[src/design/gain_scheduled_pd_steering_unit_macros.svh]
// Assertion macros for the gain-scheduled PD steering unit.
// Each macro expects clk_i and rst_ni to be visible where it is used.
`ifndef GAIN_SCHEDULED_PD_STEERING_UNIT_MACROS_SVH
`define GAIN_SCHEDULED_PD_STEERING_UNIT_MACROS_SVH

// The consequent must hold in the same cycle as the antecedent.
`define GSPD_CHECK_NOW(name, ante, cons, msg) \
  name: assert property (@(posedge clk_i) disable iff (!rst_ni) (ante) |-> (cons)) \
    else $error(msg);

// The consequent must hold in the cycle after the antecedent.
`define GSPD_CHECK_NEXT(name, ante, cons, msg) \
  name: assert property (@(posedge clk_i) disable iff (!rst_ni) (ante) |=> (cons)) \
    else $error(msg);

`endif

[src/design/gspd_pkg.sv]
// Package for the gain-scheduled PD steering unit: widths, register indexes,
// reset values and the control types shared with the serial multiplier.
package gspd_pkg;

  localparam int unsigned A_W   = 17;
  localparam int unsigned B_W   = 16;
  localparam int unsigned ACC_W = 34;
  localparam int unsigned CNT_W = $clog2(B_W);

  localparam logic [2:0] CFG_CURVE_THR   = 3'd0;
  localparam logic [2:0] CFG_GAINS_CURVE = 3'd1;
  localparam logic [2:0] CFG_GAINS_STR   = 3'd2;
  localparam logic [2:0] CFG_LIMIT_LEFT  = 3'd3;
  localparam logic [2:0] CFG_LIMIT_RIGHT = 3'd4;
  localparam logic [2:0] CFG_DECAY       = 3'd5;
  localparam logic [2:0] CFG_DIFF_COEFF  = 3'd6;
  localparam logic [2:0] CFG_BASE_SPEEDS = 3'd7;

  localparam logic [14:0]        RST_CURVE_THR   = 15'd2560;
  localparam logic [31:0]        RST_GAINS_CURVE = 32'd4096;
  localparam logic [31:0]        RST_GAINS_STR   = 32'd2048;
  localparam logic signed [15:0] RST_LIMIT_LEFT  = -16'sd7680;
  localparam logic [14:0]        RST_LIMIT_RIGHT = 15'd7680;
  localparam logic [15:0]        RST_DECAY       = 16'd58982;
  localparam logic signed [15:0] RST_DIFF_COEFF  = 16'sd256;
  localparam logic [31:0]        RST_BASE_SPEEDS = 32'd0;

  typedef struct packed {
    logic start;
    logic keep;
    logic b_signed;
  } mul_ctrl_t;

  typedef struct packed {
    logic busy;
    logic done;
  } mul_stat_t;

endpackage

[src/design/gspd_serial_mul.sv]
// Bit-serial shift-and-add multiplier of the steering unit, one multiplier bit per cycle.
// Depends on gspd_pkg for widths and the control and status types.
module gspd_serial_mul import gspd_pkg::*; (
  input  logic                    clk_i,
  input  logic                    rst_ni,
  input  mul_ctrl_t               ctrl_i,
  input  logic signed [A_W-1:0]   a_i,
  input  logic        [B_W-1:0]   b_i,
  output mul_stat_t               stat_o,
  output logic signed [ACC_W-1:0] acc_o
);

  logic signed [ACC_W-1:0] a_q;
  logic        [B_W-1:0]   b_q;
  logic signed [ACC_W-1:0] acc_q, acc_d;
  logic signed [ACC_W-1:0] partial;
  logic        [CNT_W-1:0] cnt_q;
  logic                    busy_q, done_q, sgn_q, last;

  assign last    = (cnt_q == CNT_W'(B_W - 1));
  assign partial = b_q[0] ? a_q : '0;

  always_comb begin
    if (last && sgn_q) begin
      acc_d = acc_q - partial;
    end else begin
      acc_d = acc_q + partial;
    end
  end

  always_ff @(posedge clk_i or negedge rst_ni) begin
    if (!rst_ni) begin
      busy_q <= 1'b0;
      done_q <= 1'b0;
      cnt_q  <= '0;
    end else begin
      done_q <= busy_q && last;
      if (ctrl_i.start) begin
        busy_q <= 1'b1;
        cnt_q  <= '0;
      end else if (busy_q) begin
        cnt_q <= cnt_q + CNT_W'(1);
        if (last) begin
          busy_q <= 1'b0;
        end
      end
    end
  end

  always_ff @(posedge clk_i) begin
    if (ctrl_i.start) begin
      a_q   <= ACC_W'(a_i);
      b_q   <= b_i;
      sgn_q <= ctrl_i.b_signed;
      if (!ctrl_i.keep) begin
        acc_q <= '0;
      end
    end else if (busy_q) begin
      a_q   <= a_q <<< 1;
      b_q   <= b_q >> 1;
      acc_q <= acc_d;
    end
  end

  assign stat_o.busy = busy_q;
  assign stat_o.done = done_q;
  assign acc_o       = acc_q;

endmodule

[src/design/gain_scheduled_pd_steering_unit.sv]
// Gain-scheduled PD steering unit with differential wheel speeds (top level).
// Depends on gspd_pkg, gspd_serial_mul and the assertion macro header.
//
//   channel  direction  handshake                  payload
//   cfg      in         cfg_we_i                   cfg_idx_i, cfg_data_i
//   in       in         in_valid_i / in_ready_o    error_i, sharp_turn_i, line_found_i
//   out      out        out_valid_o / out_ready_i  cmd_angle_o, wheel_l_o, wheel_r_o
//
// An item with a line found runs three products through the bit-serial multiplier (P, D
// and the differential term); one without a line runs two (decay and the differential term).
// A new item is accepted only when the sequencer is idle; a result waiting in the output
// register does not block acceptance, but a finished item waits until that register is free.
// Reset restores the register defaults and clears the stored error and held angle.
module gain_scheduled_pd_steering_unit import gspd_pkg::*; (
  input  logic               clk_i,
  input  logic               rst_ni,
  input  logic               cfg_we_i,
  input  logic [2:0]         cfg_idx_i,
  input  logic [31:0]        cfg_data_i,
  input  logic               in_valid_i,
  output logic               in_ready_o,
  input  logic signed [15:0] error_i,
  input  logic               sharp_turn_i,
  input  logic               line_found_i,
  output logic               out_valid_o,
  input  logic               out_ready_i,
  output logic signed [15:0] cmd_angle_o,
  output logic signed [15:0] wheel_l_o,
  output logic signed [15:0] wheel_r_o
);

`include "gain_scheduled_pd_steering_unit_macros.svh"

  typedef enum logic [3:0] {
    ST_IDLE,
    ST_MUL_P,
    ST_MUL_D,
    ST_PD,
    ST_MUL_DECAY,
    ST_DECAY,
    ST_START_DIFF,
    ST_MUL_DIFF,
    ST_SUM,
    ST_OUT
  } state_e;

  function automatic logic signed [15:0] trunc_sat(input logic signed [32:0] s);
    logic signed [16:0] q;
    begin
      q = s[32:16];
      if (s[32] && (s[15:0] != 16'd0)) begin
        q = q + 17'sd1;
      end
      if (q > 17'sd32767) begin
        trunc_sat = 16'sh7fff;
      end else if (q < -17'sd32768) begin
        trunc_sat = -16'sd32768;
      end else begin
        trunc_sat = q[15:0];
      end
    end
  endfunction

  state_e state_q;

  logic [14:0]        curve_threshold_q;
  logic [31:0]        gains_curve_q, gains_straight_q, base_speeds_q;
  logic signed [15:0] limit_left_q, diff_coeff_q;
  logic [14:0]        limit_right_q;
  logic [15:0]        decay_factor_q;

  logic signed [15:0] err_q, last_error_q, held_q;
  logic               use_curve_q;
  logic signed [32:0] sum_l_q, sum_r_q;
  logic               out_valid_q;
  logic signed [15:0] steer_q, speed_l_q, speed_r_q;

  mul_ctrl_t               mul_ctrl;
  mul_stat_t               mul_stat;
  logic signed [A_W-1:0]   mul_a;
  logic        [B_W-1:0]   mul_b;
  logic signed [ACC_W-1:0] acc;

  logic signed [16:0]      err_ext, err_mag, deriv;
  logic                    use_curve_in;
  logic signed [ACC_W-1:0] pd_sum, dec_sum;
  logic signed [21:0]      pd_rnd, pd_r, lr_ext, ll_ext;
  logic signed [15:0]      pd_angle;
  logic signed [16:0]      dec_rnd;
  logic signed [15:0]      dec_angle;
  logic signed [31:0]      prod;
  logic signed [32:0]      prod_ext, base_l_ext, base_r_ext;

  logic                    chk_wait, chk_snap, chk_left;

  assign err_ext      = {error_i[15], error_i};
  assign err_mag      = err_ext[16] ? -err_ext : err_ext;
  assign use_curve_in = sharp_turn_i || (err_mag > $signed({2'b00, curve_threshold_q}));
  assign deriv        = {err_q[15], err_q} - {last_error_q[15], last_error_q};

  assign pd_sum   = acc + ACC_W'(2048);
  assign pd_rnd   = pd_sum[33:12];
  assign lr_ext   = {7'd0, limit_right_q};
  assign ll_ext   = {{6{limit_left_q[15]}}, limit_left_q};
  assign pd_r     = (pd_rnd > lr_ext) ? lr_ext : pd_rnd;
  assign pd_angle = (pd_r < ll_ext) ? limit_left_q : pd_r[15:0];

  assign dec_sum   = acc + ACC_W'(32768);
  assign dec_rnd   = dec_sum[32:16];
  assign dec_angle = ((dec_rnd > -17'sd256) && (dec_rnd < 17'sd256)) ? 16'sd0 : dec_rnd[15:0];

  assign prod       = acc[31:0];
  assign prod_ext   = {prod[31], prod};
  assign base_l_ext = {base_speeds_q[15], base_speeds_q[15:0], 16'd0};
  assign base_r_ext = {base_speeds_q[31], base_speeds_q[31:16], 16'd0};

  always_comb begin
    mul_ctrl = '0;
    mul_a    = '0;
    mul_b    = '0;
    case (state_q)
      ST_IDLE: begin
        if (in_valid_i) begin
          mul_ctrl.start = 1'b1;
          if (line_found_i) begin
            mul_a = err_ext;
            mul_b = use_curve_in ? gains_curve_q[15:0] : gains_straight_q[15:0];
          end else begin
            mul_a = {held_q[15], held_q};
            mul_b = decay_factor_q;
          end
        end
      end
      ST_MUL_P: begin
        if (mul_stat.done) begin
          mul_ctrl.start = 1'b1;
          mul_ctrl.keep  = 1'b1;
          mul_a          = deriv;
          mul_b          = use_curve_q ? gains_curve_q[31:16] : gains_straight_q[31:16];
        end
      end
      ST_START_DIFF: begin
        mul_ctrl.start    = 1'b1;
        mul_ctrl.b_signed = 1'b1;
        mul_a             = {held_q[15], held_q};
        mul_b             = diff_coeff_q;
      end
      default: begin
      end
    endcase
  end

  gspd_serial_mul u_mul (
    .clk_i  (clk_i),
    .rst_ni (rst_ni),
    .ctrl_i (mul_ctrl),
    .a_i    (mul_a),
    .b_i    (mul_b),
    .stat_o (mul_stat),
    .acc_o  (acc)
  );

  always_ff @(posedge clk_i or negedge rst_ni) begin
    if (!rst_ni) begin
      state_q           <= ST_IDLE;
      curve_threshold_q <= RST_CURVE_THR;
      gains_curve_q     <= RST_GAINS_CURVE;
      gains_straight_q  <= RST_GAINS_STR;
      limit_left_q      <= RST_LIMIT_LEFT;
      limit_right_q     <= RST_LIMIT_RIGHT;
      decay_factor_q    <= RST_DECAY;
      diff_coeff_q      <= RST_DIFF_COEFF;
      base_speeds_q     <= RST_BASE_SPEEDS;
      err_q             <= '0;
      last_error_q      <= '0;
      held_q            <= '0;
      use_curve_q       <= 1'b0;
      sum_l_q           <= '0;
      sum_r_q           <= '0;
      out_valid_q       <= 1'b0;
      steer_q           <= '0;
      speed_l_q         <= '0;
      speed_r_q         <= '0;
    end else begin
      if (cfg_we_i) begin
        case (cfg_idx_i)
          CFG_CURVE_THR:   curve_threshold_q <= cfg_data_i[14:0];
          CFG_GAINS_CURVE: gains_curve_q     <= cfg_data_i;
          CFG_GAINS_STR:   gains_straight_q  <= cfg_data_i;
          CFG_LIMIT_LEFT:  limit_left_q      <= cfg_data_i[15:0];
          CFG_LIMIT_RIGHT: limit_right_q     <= cfg_data_i[14:0];
          CFG_DECAY:       decay_factor_q    <= cfg_data_i[15:0];
          CFG_DIFF_COEFF:  diff_coeff_q      <= cfg_data_i[15:0];
          CFG_BASE_SPEEDS: base_speeds_q     <= cfg_data_i;
          default: begin
          end
        endcase
      end

      if (out_valid_q && out_ready_i && (state_q != ST_OUT)) begin
        out_valid_q <= 1'b0;
      end

      case (state_q)
        ST_IDLE: begin
          if (in_valid_i) begin
            err_q       <= error_i;
            use_curve_q <= use_curve_in;
            state_q     <= line_found_i ? ST_MUL_P : ST_MUL_DECAY;
          end
        end
        ST_MUL_P: begin
          if (mul_stat.done) begin
            state_q <= ST_MUL_D;
          end
        end
        ST_MUL_D: begin
          if (mul_stat.done) begin
            state_q <= ST_PD;
          end
        end
        ST_PD: begin
          held_q       <= pd_angle;
          last_error_q <= err_q;
          state_q      <= ST_START_DIFF;
        end
        ST_MUL_DECAY: begin
          if (mul_stat.done) begin
            state_q <= ST_DECAY;
          end
        end
        ST_DECAY: begin
          held_q  <= dec_angle;
          state_q <= ST_START_DIFF;
        end
        ST_START_DIFF: begin
          state_q <= ST_MUL_DIFF;
        end
        ST_MUL_DIFF: begin
          if (mul_stat.done) begin
            state_q <= ST_SUM;
          end
        end
        ST_SUM: begin
          sum_l_q <= base_l_ext + prod_ext;
          sum_r_q <= base_r_ext - prod_ext;
          state_q <= ST_OUT;
        end
        ST_OUT: begin
          if (!out_valid_q || out_ready_i) begin
            steer_q     <= held_q;
            speed_l_q   <= trunc_sat(sum_l_q);
            speed_r_q   <= trunc_sat(sum_r_q);
            out_valid_q <= 1'b1;
            state_q     <= ST_IDLE;
          end
        end
        default: begin
          state_q <= ST_IDLE;
        end
      endcase
    end
  end

  assign in_ready_o  = (state_q == ST_IDLE);
  assign out_valid_o = out_valid_q;
  assign cmd_angle_o = steer_q;
  assign wheel_l_o   = speed_l_q;
  assign wheel_r_o   = speed_r_q;

  assign chk_wait = (state_q == ST_MUL_P) || (state_q == ST_MUL_D) ||
                    (state_q == ST_MUL_DECAY) || (state_q == ST_MUL_DIFF);
  assign chk_snap = (held_q == 16'sd0) || (held_q >= 16'sd256) || (held_q <= -16'sd256);
  assign chk_left = (held_q >= limit_left_q);

  `GSPD_CHECK_NOW(a_accept_mul_idle, in_valid_i && in_ready_o, !mul_stat.busy, "Busy at accept.")
  `GSPD_CHECK_NOW(a_start_not_busy, mul_ctrl.start, !mul_stat.busy, "Start while busy.")
  `GSPD_CHECK_NOW(a_done_in_wait, mul_stat.done, chk_wait, "Product done outside a wait.")
  `GSPD_CHECK_NEXT(a_decay_snap, state_q == ST_DECAY, chk_snap, "Decayed angle not snapped.")
  `GSPD_CHECK_NEXT(a_left_clamp, state_q == ST_PD && !cfg_we_i, chk_left, "Below left limit.")

endmodule
[config.mk]
export PLATFORM = sky130hd
export DESIGN_NAME = gain_scheduled_pd_steering_unit
export DESIGN_NICKNAME = d
export VERILOG_FILES = /design/src/design/gspd_pkg.sv /design/src/design/gspd_serial_mul.sv /design/src/design/gain_scheduled_pd_steering_unit.sv
export VERILOG_INCLUDE_DIRS = /design/src /design/src/design
export SDC_FILE = /design/constraint.sdc
export NUM_CORES = 1
export LEC_CHECK = 0
export ABC_CLOCK_PERIOD_IN_PS = 17900
export BUFFER_PORTS_ARGS = -buffer_cell sky130_fd_sc_hd__buf_2
export CAP_MARGIN = 20
export CORE_ASPECT_RATIO = 0.5
export CORE_MARGIN = 2
export CORE_UTILIZATION = 46
export CTS_CLUSTER_DIAMETER = 40
export DETAILED_ROUTE_END_ITERATION = 16
export PLACE_DENSITY = 0.73
export SYNTH_ARGS = -nofsm -noshare
export SYNTH_HDL_FRONTEND = slang
export SYNTH_SLANG_ARGS = --single-unit
export TNS_END_PERCENT = 100
[constraint.sdc]
create_clock -name clk_i -period 17.9 [get_ports clk_i]
set_clock_uncertainty 0.05 [all_clocks]
set_input_delay 0.895 -clock clk_i [delete_from_list [all_inputs] [get_ports clk_i]]
set_output_delay 0.895 -clock clk_i [all_outputs]
set_load 0.02 [all_outputs]
# After elaboration in Yosys (flattened, before gate mapping)
# Cells that the tools add are included.
dict set report word_totals {
  input_bits 58
  reg_bits 433
  output_inout_bits 50
}
dict set report op_classes {
  n_addsub 11
  n_eq_ne 25
  reduce_logical 29
  mux 55
  order_cmp 9
}
# cell count
set op_table {}
lappend op_table {{34-bit 2-to-1 mux} 7}
lappend op_table {{16-bit 2-to-1 mux} 13}
lappend op_table {{17-bit 2-to-1 mux} 10}
lappend op_table {{17-bit case mux with 3 select lines} 1}
lappend op_table {{16-bit case mux with 3 select lines} 1}
lappend op_table {{4-bit case mux with 9 select lines} 1}
lappend op_table {{17-bit by 2-bit adder with 17-bit output (second input constant)} 2}
lappend op_table {{34-bit by 13-bit adder with 34-bit output (second input constant)} 1}
lappend op_table {{34-bit adder} 1}
lappend op_table {{17-bit by 16-bit greater-than comparator with 1-bit output (second input constant)} 2}
lappend op_table {{17-bit by 16-bit < comparator with 1-bit output (second input constant)} 2}
lappend op_table {{34-bit subtractor} 1}
lappend op_table {{32-bit by 32-bit adder with 33-bit output} 1}
lappend op_table {{33-bit by 17-bit adder with 33-bit output (second input constant)} 1}
lappend op_table {{32-bit by 32-bit subtractor with 33-bit output} 1}
lappend op_table {{4-bit 2-to-1 mux} 8}
lappend op_table {{16-bit case mux with 2 select lines} 1}
lappend op_table {{16-bit nonzero test} 2}
lappend op_table {{22-bit by 16-bit greater-than comparator with 1-bit output} 1}
lappend op_table {{22-bit by 16-bit < comparator with 1-bit output} 1}
lappend op_table {{22-bit 2-to-1 mux} 1}
lappend op_table {{2-bit AND reduction} 11}
lappend op_table {{17-bit by 16-bit greater-than comparator with 1-bit output} 1}
lappend op_table {{17-bit by 9-bit greater-than comparator with 1-bit output (second input constant)} 1}
lappend op_table {{26 further kinds} 57}

# Logic depth before layout (Yosys ltp)
# Gate-level depths: netlist of the first run.
dict set report depth {
  word_depth 9
  ltp_mapped 27
  ltp_nobuf 25
}

# Cells and area by module
# Synthesis of the first run repeated with hierarchy kept, for this count alone.
dict set report unflattened {
  hier_cells 2743
  hier_area_um2 26248.9
}
# mod seq_area_each_um2 n_inst area_each_um2 cells_per_inst
set by_module_without_submodules {}
lappend by_module_without_submodules {gain_scheduled_pd_steering_unit 8560.7 1 20096.8 2100}
lappend by_module_without_submodules {gspd_serial_mul 2702.6 1 6152.2 643}

# Worst setup path before layout of the first run
# OpenSTA, ideal clock, no wires.
dict set report synth_path {
  kind {register to register}
  startpoint {register u_mul.acc_q[16] (netlist: u_mul.acc_o[16])}
  endpoint {register held_q[0]}
  stages_incl_launch_ff 27
  period_less_slack_ps 5983
  path_slack_ps 11917
  arrival_time_ps 5808
  n_path_buf 2
  setup_ps 125
  path_cell_list {edfxtp_1 ha_1 clkbuf_2 nand4_4 nor2_2 nand3_1 nor2_1 xnor2_1 ha_1 nand4_1 or2_2 a31oi_1 o31ai_1 a41oi_4 clkbuf_1 nor2_1 a21oi_1 ha_1 a21o_1 a21o_1 a2111oi_0 nor4_1 o32a_1 o41ai_4 mux2i_1 o22ai_1 mux2_2}
}
dict set report synth_via {
  elab_chain_len 6
  word_cells_on_any_way 11
  cone_classes {2 x add/sub; 4 x order compare; 4 x mux; 1 x reduce/logical}
}
# element line_no
set synth_rtl {}
lappend synth_rtl {{start, declared} gspd_serial_mul.sv:15} ;# logic signed [ACC_W-1:0] acc_q, acc_d;
lappend synth_rtl {{start signal, assigned} gspd_serial_mul.sv:56} ;# acc_q <= '0;
lappend synth_rtl {{start signal, assigned} gspd_serial_mul.sv:61} ;# acc_q <= acc_d;
lappend synth_rtl {{34-bit by 13-bit adder with 34-bit output} gain_scheduled_pd_steering_unit.sv:101} ;# assign pd_sum = acc + ACC_W'(2048);
lappend synth_rtl {{22-bit by 16-bit greater-than comparator with 1-bit output} gain_scheduled_pd_steering_unit.sv:105} ;# assign pd_r = (pd_rnd > lr_ext) ? lr_ext : pd_rnd;
lappend synth_rtl {{22-bit 2-to-1 mux} gain_scheduled_pd_steering_unit.sv:105}
lappend synth_rtl {{22-bit by 16-bit < comparator with 1-bit output} gain_scheduled_pd_steering_unit.sv:106} ;# assign pd_angle = (pd_r < ll_ext) ? limit_left_q : pd_r[15:0];
lappend synth_rtl {{16-bit 2-to-1 mux} gain_scheduled_pd_steering_unit.sv:106}
lappend synth_rtl {{16-bit case mux with 2 select lines (*)} gain_scheduled_pd_steering_unit.sv:204} ;# case (state_q)
lappend synth_rtl {{end signal, assigned} gain_scheduled_pd_steering_unit.sv:223} ;# held_q <= pd_angle;
lappend synth_rtl {{end signal, assigned} gain_scheduled_pd_steering_unit.sv:233} ;# held_q <= dec_angle;
lappend synth_rtl {{end, declared} gain_scheduled_pd_steering_unit.sv:72} ;# logic signed [15:0] err_q, last_error_q, held_q;
# Every way passes the cells marked *; elsewhere a longest branch is shown, timed or not.
# A chain may end at the register's enable or synchronous reset.

# Final worst setup path of the first run
dict set report layout_path {
  startpoint {register u_mul.acc_q[13] (netlist: u_mul.acc_o[13])}
  endpoint {register held_q[3]}
}
# Same word-level chain as after synthesis.

==> impl_metrics.toml, run 1 <==
[run_status]
status = "completed"

[clocking]
cts_num_sinks = 432
numCtsBuffers = 48
root_buffer = "clkbuf_16"
cts_tree = "built"
hold_buffers = 0
cts_resized = 0
cts_post_setup_buffers_inserted = 0
register_clock_pin_slew_on_the_reported_worst_setup_and_hold_paths_ps = 60
clock_tree.htree_level_count = 2
cts-root-to-sink-buffers = 3
clock_latency_ps = 580

[die]
ioPinCount = 108
horizontal_extent_of_the_die_um = 337
floorplan.die.height_um = 170
start_util_pct = 47.0
core-area_mm2 = 0.0543
floorplan.die_area_mm2 = 0.0575
core.rowCount = 60

[placement]
gpl.final_weighted_congestion = 0.951
dp_hpwl_um = 52500
post_dp_cell_area_mm2 = 0.0268
dp_worst_setup_slack_ps = 10240
placedCellCount = 3361
port_buffers = 107

[logic_synthesis]
synth-seq-area-share_pct = 44.2
number_of_distinct_library_cells_after_synthesis = 84
synth.avg_cell_area_um2 = 9.82
syn_nets = 2800
proportion_of_synthesized_flip_flops_having_asynchronous_set_or_reset_pct = 80.3
synthFlopType = "dfrtp_1"
synth-seq-cells = 432
yosys_warnings = 0
synth_enable_flop_cells = 85
synthCells = 2598
syn_area_mm2 = 0.0255

[layout]
layout.filler_cells = 4833
postLayoutCellArea_mm2 = 0.0284
final_cell_count_without_fillers = 3451
number_of_antenna_diodes = 0
flow.area_growth_from_synthesis_pct = 11.3
fin_util_pct = 52.3
layout-drive-gt1-share_pct = 16.5
finalNetCount = 2870

[timing]
timing.final.hold_violations = 0
relSlewSlack_pct = 22.4
setup_total_negative_slack_ps = 0
layout_min_cycle_time_ps = 7630
grt_setup_unrepaired = "false"
report.final.setup_viol = 0
min_period_over_period_pct = 42.6
timing.fmax_ghz = 0.131
final.setup.worst_slack_ps = 10270
slew_violations = 0
tightest_pin_transition_ps = 1150

[detailed_routing]
route.layer.met1.wl_um = 32300
route.antenna.remaining_nets = 0
detail_route.first_pass.iterations = 8
wl_um = 71200
highest_metal_layer_with_signal_wires = "met4"
vias = 20157
dr_wl_met3_um = 6250
viasPerCell = 5.84
drt-wirelength-per-cell_um = 20.6
drc = 0
met2_wirelength_um = 30700
drt_iter0_markers = 1952

[setup_path]
crit_end = "held_q[3]"
cp_slowest_stage_delay_ps = 860
reg2regPathDepth = 20
critPathRequiredTime_ps = 18280
worst_path_max_delay_cell = "nor4_1"
path_cells = "nand4_1, nor4_1, xnor2_1, ha_1, a21oi_1, nand2_1, a211o_1, o31ai_1, a41oi_4, a21oi_1, ha_1, a21o_1, a21o_1, a2111oi_0, nor4_1, o32a_1, o41ai_4, buf_4, mux2i_1, o221ai_1"
worstSetupPathType = "register to register"
rr_startpoint = "u_mul.acc_o[13]"
worst-path-stages = 20
timing.critical_path.fanout_max = 32
worst_path_dominant_cell_family = "compound AO/OA/AOI/OAI gates"
crit_path_end_kind = "register"
r2r-end = "held_q[3]"
category_of_the_worst_setup_path_launch_point = "register"
cp.buffers_inverters = 1
critical_path_arrival_ps = 8000
r2r_setup_slack_ps = 10270
crit_start = "u_mul.acc_o[13]"

[pwr]
power_density_mw_per_mm2 = 203
leakage_nw = 12.5
max-vdd-ir-drop_mv = 0.0917

[grt]
maximum_number_of_pins_on_one_net_before_global_route_repair = 163
first_pass_grt_wire_length_um = 110000
gr-usage-all-layers_pct = 24.8
grt_pass1_vias = 18920
global_route.overflow_total = 0
grt_antenna_before_repair = 6

[min_path]
hold_path.class = "primary input to async pin"

[job]
number_of_max_cap_violations = 0
cells in the final DEF (no fill, tap or decap), types with 40 or more instances in the layout:
master and instances:
nor3_1 40, nand3_1 56, o21a_1 47, xor2_1 76, ha_1 141, edfxtp_1 85
dfrtp_1 325, mux2_2 176, xnor2_1 103, clkbuf_16 49, a21o_1 54, mux2i_1 42
inv_1 119, o21ai_0 210, nor2_1 159, nand2_1 344, a21oi_1 109, buf_2 106
per-layer routing:
layer	GRT usage, %	up-vias
met5	0	-
met4	7.05	0
met3	4.99	118
met2	37.5	693
met1	35.9	9896
li1	-	9450
registers in the layout, summed over array words and instances, names as in the netlist, 32 cells and up:
name and cells:
base_speeds_q 32, u_mul.a_q 34, sum_r_q 32, u_mul.acc_o 34, sum_l_q 33, gains_curve_q 32
gains_straight_q 32
cells by family (layout without fill, tap and decap cells):
kind of cell | Yosys count | count (layout) | synth area share [%]
fa+ha+maj | 144 | 144 | 7.15
xor+xnor | 179 | 179 | 6.15
mux | 220 | 220 | 9.54
buf+inv | 238 | 347 | 3.59
compound gates | 597 | 597 | 15.1
simple gates | 788 | 788 | 14.3
flops | 432 | 432 | 44.2
final cells by class:
class,instances,area (um^2),share of cell area (%)
clock buffers,64,1310,4.62
clock inverters,25,258,0.908
inverters,123,462,1.63
multi-input cells,1928,13400,47.2
flip-flops and latches,432,11300,39.7
well taps,744,931,3.28
repair buffers,135,768,2.71
power breakdown:
part / internal [W] / switching [W]
clock network: 0.000556 / 0.000433
registers: 0.00145 / 0.000368
logic: 0.00122 / 0.00173
through the flow:
step | power (W) | hold WS [ps]
5_1_grt | 0.00616 | 365
2_1_floorplan | 0.00390 | 389
4_1_cts | 0.00572 | 366
6_report | 0.00575 | 265
3_5_place_dp | 0.00471 | 413
3_3_place_gp | 0.00464 | 408
worst reg2reg max path, cell delays in order (launching register included):
cell,delay (ps)
edfxtp_1,630
nand4_1,380
nor4_1,860
xnor2_1,220
ha_1,360
a21oi_1,150
nand2_1,70
a211o_1,290
o31ai_1,470
a41oi_4,530
a21oi_1,420
ha_1,310
a21o_1,180
a21o_1,160
a2111oi_0,430
nor4_1,100
o32a_1,400
o41ai_4,780
buf_4,330
mux2i_1,220
o221ai_1,140
worst min-delay path by stage:
stage                                end  slack, ps  cells after the start
floorplan                     sum_r_q[9]        390                      2
global route        gains_straight_q[16]        360                      1
CTS                 gains_straight_q[20]        370                      1
finish                 gains_curve_q[20]        260                      1
global placement          cmd_angle_o[6]        410                      2
detailed placement        cmd_angle_o[7]        410                      2
synthesized netlist by cell type, drive strengths merged, types with 11 or more instances:
library cell | instances | share of area (%)
nor3 | 44 | 0.91
ha | 141 | 6.9
o21a | 47 | 1.4
a211oi | 11 | 0.34
nor2 | 163 | 2.4
clkbuf | 100 | 1.5
a221oi | 14 | 0.48
o211ai | 14 | 0.41
and3 | 16 | 0.39
dfrtp | 325 | 32
nor4 | 24 | 0.65
a21oi | 110 | 2.2
nand3 | 58 | 1.2
mux2i | 42 | 1.6
buf | 15 | 0.30
o21ai | 213 | 4.2
mux2 | 178 | 7.9
nand2 | 345 | 5.1
a222oi | 13 | 0.51
xnor2 | 103 | 3.5
nand2b | 23 | 0.56
inv | 121 | 1.8
nand4 | 36 | 0.94
edfxtp | 85 | 10
or3 | 23 | 0.56
o221ai | 15 | 0.52
dfstp | 22 | 2.3
xor2 | 76 | 2.6
a21o | 54 | 1.6
nor2b | 13 | 0.32
a31oi | 24 | 0.59
o31ai | 15 | 0.44
No activity file was read; power rests on OpenSTA's default activity.
==> run 2: changes to the inputs <==
--- a/config.mk
+++ b/config.mk
@@ -6,7 +6,7 @@
 export SDC_FILE = /design/constraint.sdc
 export NUM_CORES = 1
 export LEC_CHECK = 0
-export ABC_CLOCK_PERIOD_IN_PS = 17900
+export ABC_CLOCK_PERIOD_IN_PS = 7700
 export BUFFER_PORTS_ARGS = -buffer_cell sky130_fd_sc_hd__buf_2
 export CAP_MARGIN = 20
 export CORE_ASPECT_RATIO = 0.5
==> constraint.sdc (replaced) <==
create_clock -name clk_i -period 7.7 [get_ports clk_i]
set_clock_uncertainty 0.05 [all_clocks]
set_input_delay 0.385 -clock clk_i [delete_from_list [all_inputs] [get_ports clk_i]]
set_output_delay 0.385 -clock clk_i [all_outputs]
set_load 0.02 [all_outputs]
==> impl_metrics.toml, run 2 (synthesis gave the netlist of run 1 again) <==
[clocking]
root_buffer = "clkbuf_16"
cts-root-to-sink-buffers = 3
hold_buffers = 1
clock_tree.htree_level_count = 2
numCtsBuffers = 47
cts_resized = 0
cts_tree = "built"
cts_post_setup_buffers_inserted = 0
register_clock_pin_slew_on_the_reported_worst_setup_and_hold_paths_ps = 70
cts_num_sinks = 432
clock_latency_ps = 600

[die]
core-area_mm2 = 0.0543
horizontal_extent_of_the_die_um = 337
floorplan.die_area_mm2 = 0.0575
floorplan.die.height_um = 170
start_util_pct = 47.0
core.rowCount = 60
ioPinCount = 108

[detailed_routing]
drt_iter0_markers = 1861
viasPerCell = 5.85
vias = 20236
drc = 0
highest_metal_layer_with_signal_wires = "met4"
detail_route.first_pass.iterations = 7
wl_um = 72100
dr_wl_met3_um = 5980
route.antenna.remaining_nets = 0
route.layer.met1.wl_um = 32900
drt-wirelength-per-cell_um = 20.9
met2_wirelength_um = 31400

[layout]
seq_area_mm2 = 0.0113
postLayoutCellArea_mm2 = 0.0285
final_cell_count_without_fillers = 3458
layout.filler_cells = 4820
multi_input_comb_area_mm2 = 0.0134
flow.area_growth_from_synthesis_pct = 11.6
layout.cells.most_common = "nand2_1"
finalNetCount = 2875
mostFrequentLayoutCells = "344 x nand2_1, 325 x dfrtp_1, 210 x o21ai_0"
layout-drive-gt1-share_pct = 16.7

[grt]
grt_antenna_before_repair = 6
grt_pass1_vias = 19309
global_route.overflow_total = 0
first_pass_grt_wire_length_um = 112000
gr-usage-all-layers_pct = 25.2
maximum_number_of_pins_on_one_net_before_global_route_repair = 168

[pwr]
power_density_mw_per_mm2 = 473
leakage_nw = 12.5
max-vdd-ir-drop_mv = 0.234

[job]
number_of_max_cap_violations = 0

[timing]
setup_total_negative_slack_ps = 0
slew_violations = 0
timing.final.hold_violations = 0
min_period_over_period_pct = 85.1
grt_setup_unrepaired = "false"
holdWs_ps = 52.6
layout_min_cycle_time_ps = 6550
tightest_pin_transition_ps = 1120
relSlewSlack_pct = 25.3
report.final.setup_viol = 0
timing.fmax_ghz = 0.153

[placement]
post_dp_cell_area_mm2 = 0.0269
dp_hpwl_um = 52800
gpl.final_weighted_congestion = 0.944
port_buffers = 107
placedCellCount = 3366

[setup_path]
category_of_the_worst_setup_path_launch_point = "register"
timing.critical_path.fanout_max = 16
critical_path_arrival_ps = 6920
worstSetupPathType = "register to register"
crit_path_end_kind = "register"
critPathRequiredTime_ps = 8060

[run_status]
status = "completed"

[min_path]
hold_path.class = "primary input to register"
run 2: changes by cell type in the layout (fill, tap and decap cells not counted), sizes merged, moves of 2 or more:
| cell | previous run | this run |
|---|---|---|
| inv | 130 | 128 |
| buf | 135 | 140 |
| clkinvlp | 3 | 1 |
| diode | 0 | 2 |
run 2: metal layers:
| layer | vias up | GRT usage, % |
|---|---|---|
| met2 | 698 | 38.4 |
| met1 | 9946 | 36.7 |
| li1 | 9469 | - |
| met3 | 123 | 4.67 |
| met5 | - | 0 |
| met4 | 0 | 6.93 |
run 2: metrics by stage:
stage / setup slack (ps) / power (W) / utilization (%)
2_1_floorplan: 1720 / 0.00906 / -
3_3_place_gp: 1300 / 0.0108 / 49.5
3_5_place_dp: 1160 / 0.0110 / 49.5
4_1_cts: 1150 / 0.0134 / 52.4
5_1_grt: 646 / 0.0144 / 52.4
6_report: 1150 / 0.0135 / 52.5
run 2: final timing paths:
kind | slack (ps) | depth (start not counted) | start | to
min in group asynchronous | 390 | 2 | rst_ni | gains_curve_q[24]
max | 1150 | 24 | u_mul.acc_o[15] | held_q[11]
min reg2reg | 430 | 2 | sum_r_q[9] | sum_r_q[9]
min | 50 | 2 | cfg_data_i[31] | gains_curve_q[31]
max in group asynchronous | 5520 | 3 | rst_ni | wheel_l_o[12]
max reg2reg | 1150 | 24 | u_mul.acc_o[15] | held_q[11]
run 2: layout make-up:
| type | instances | area share (%) |
|---|---|---|
| Tap cell | 744 | 3.27 |
| Inverter | 123 | 1.62 |
| Clock buffer | 65 | 4.62 |
| Sequential cell | 432 | 39.6 |
| Clock inverter | 23 | 0.989 |
| Timing Repair Buffer | 141 | 2.87 |
| Antenna cell | 2 | 0.0176 |
| Multi-Input combinational cell | 1928 | 47.0 |
run 2: report_power, final:
group / leakage (nW) / switching (W) / internal (W) / total, W
clock network: 0.782 / 0.00103 / 0.00133 / 0.00235
registers: 5.24 / 0.000869 / 0.00336 / 0.00423
logic: 6.49 / 0.00403 / 0.00285 / 0.00688
run 2: critical path: stages (launching register included):
cell       delay (ps)
edfxtp_1          640
ha_1              400
nand4_4           230
nor2_2            230
nand3_1           180
nor2_1            180
xnor2_1           120
ha_1              320
nand4_1           120
or2_2             330
a31oi_1           160
o31ai_1           130
a41oi_4           410
nor2_1            100
a21oi_1           200
ha_1              280
a21o_1            180
a21o_1            160
a2111oi_0         450
nor4_1            100
o32a_1            400
o41ai_4           390
buf_4             260
mux2i_1           200
o221ai_1          140
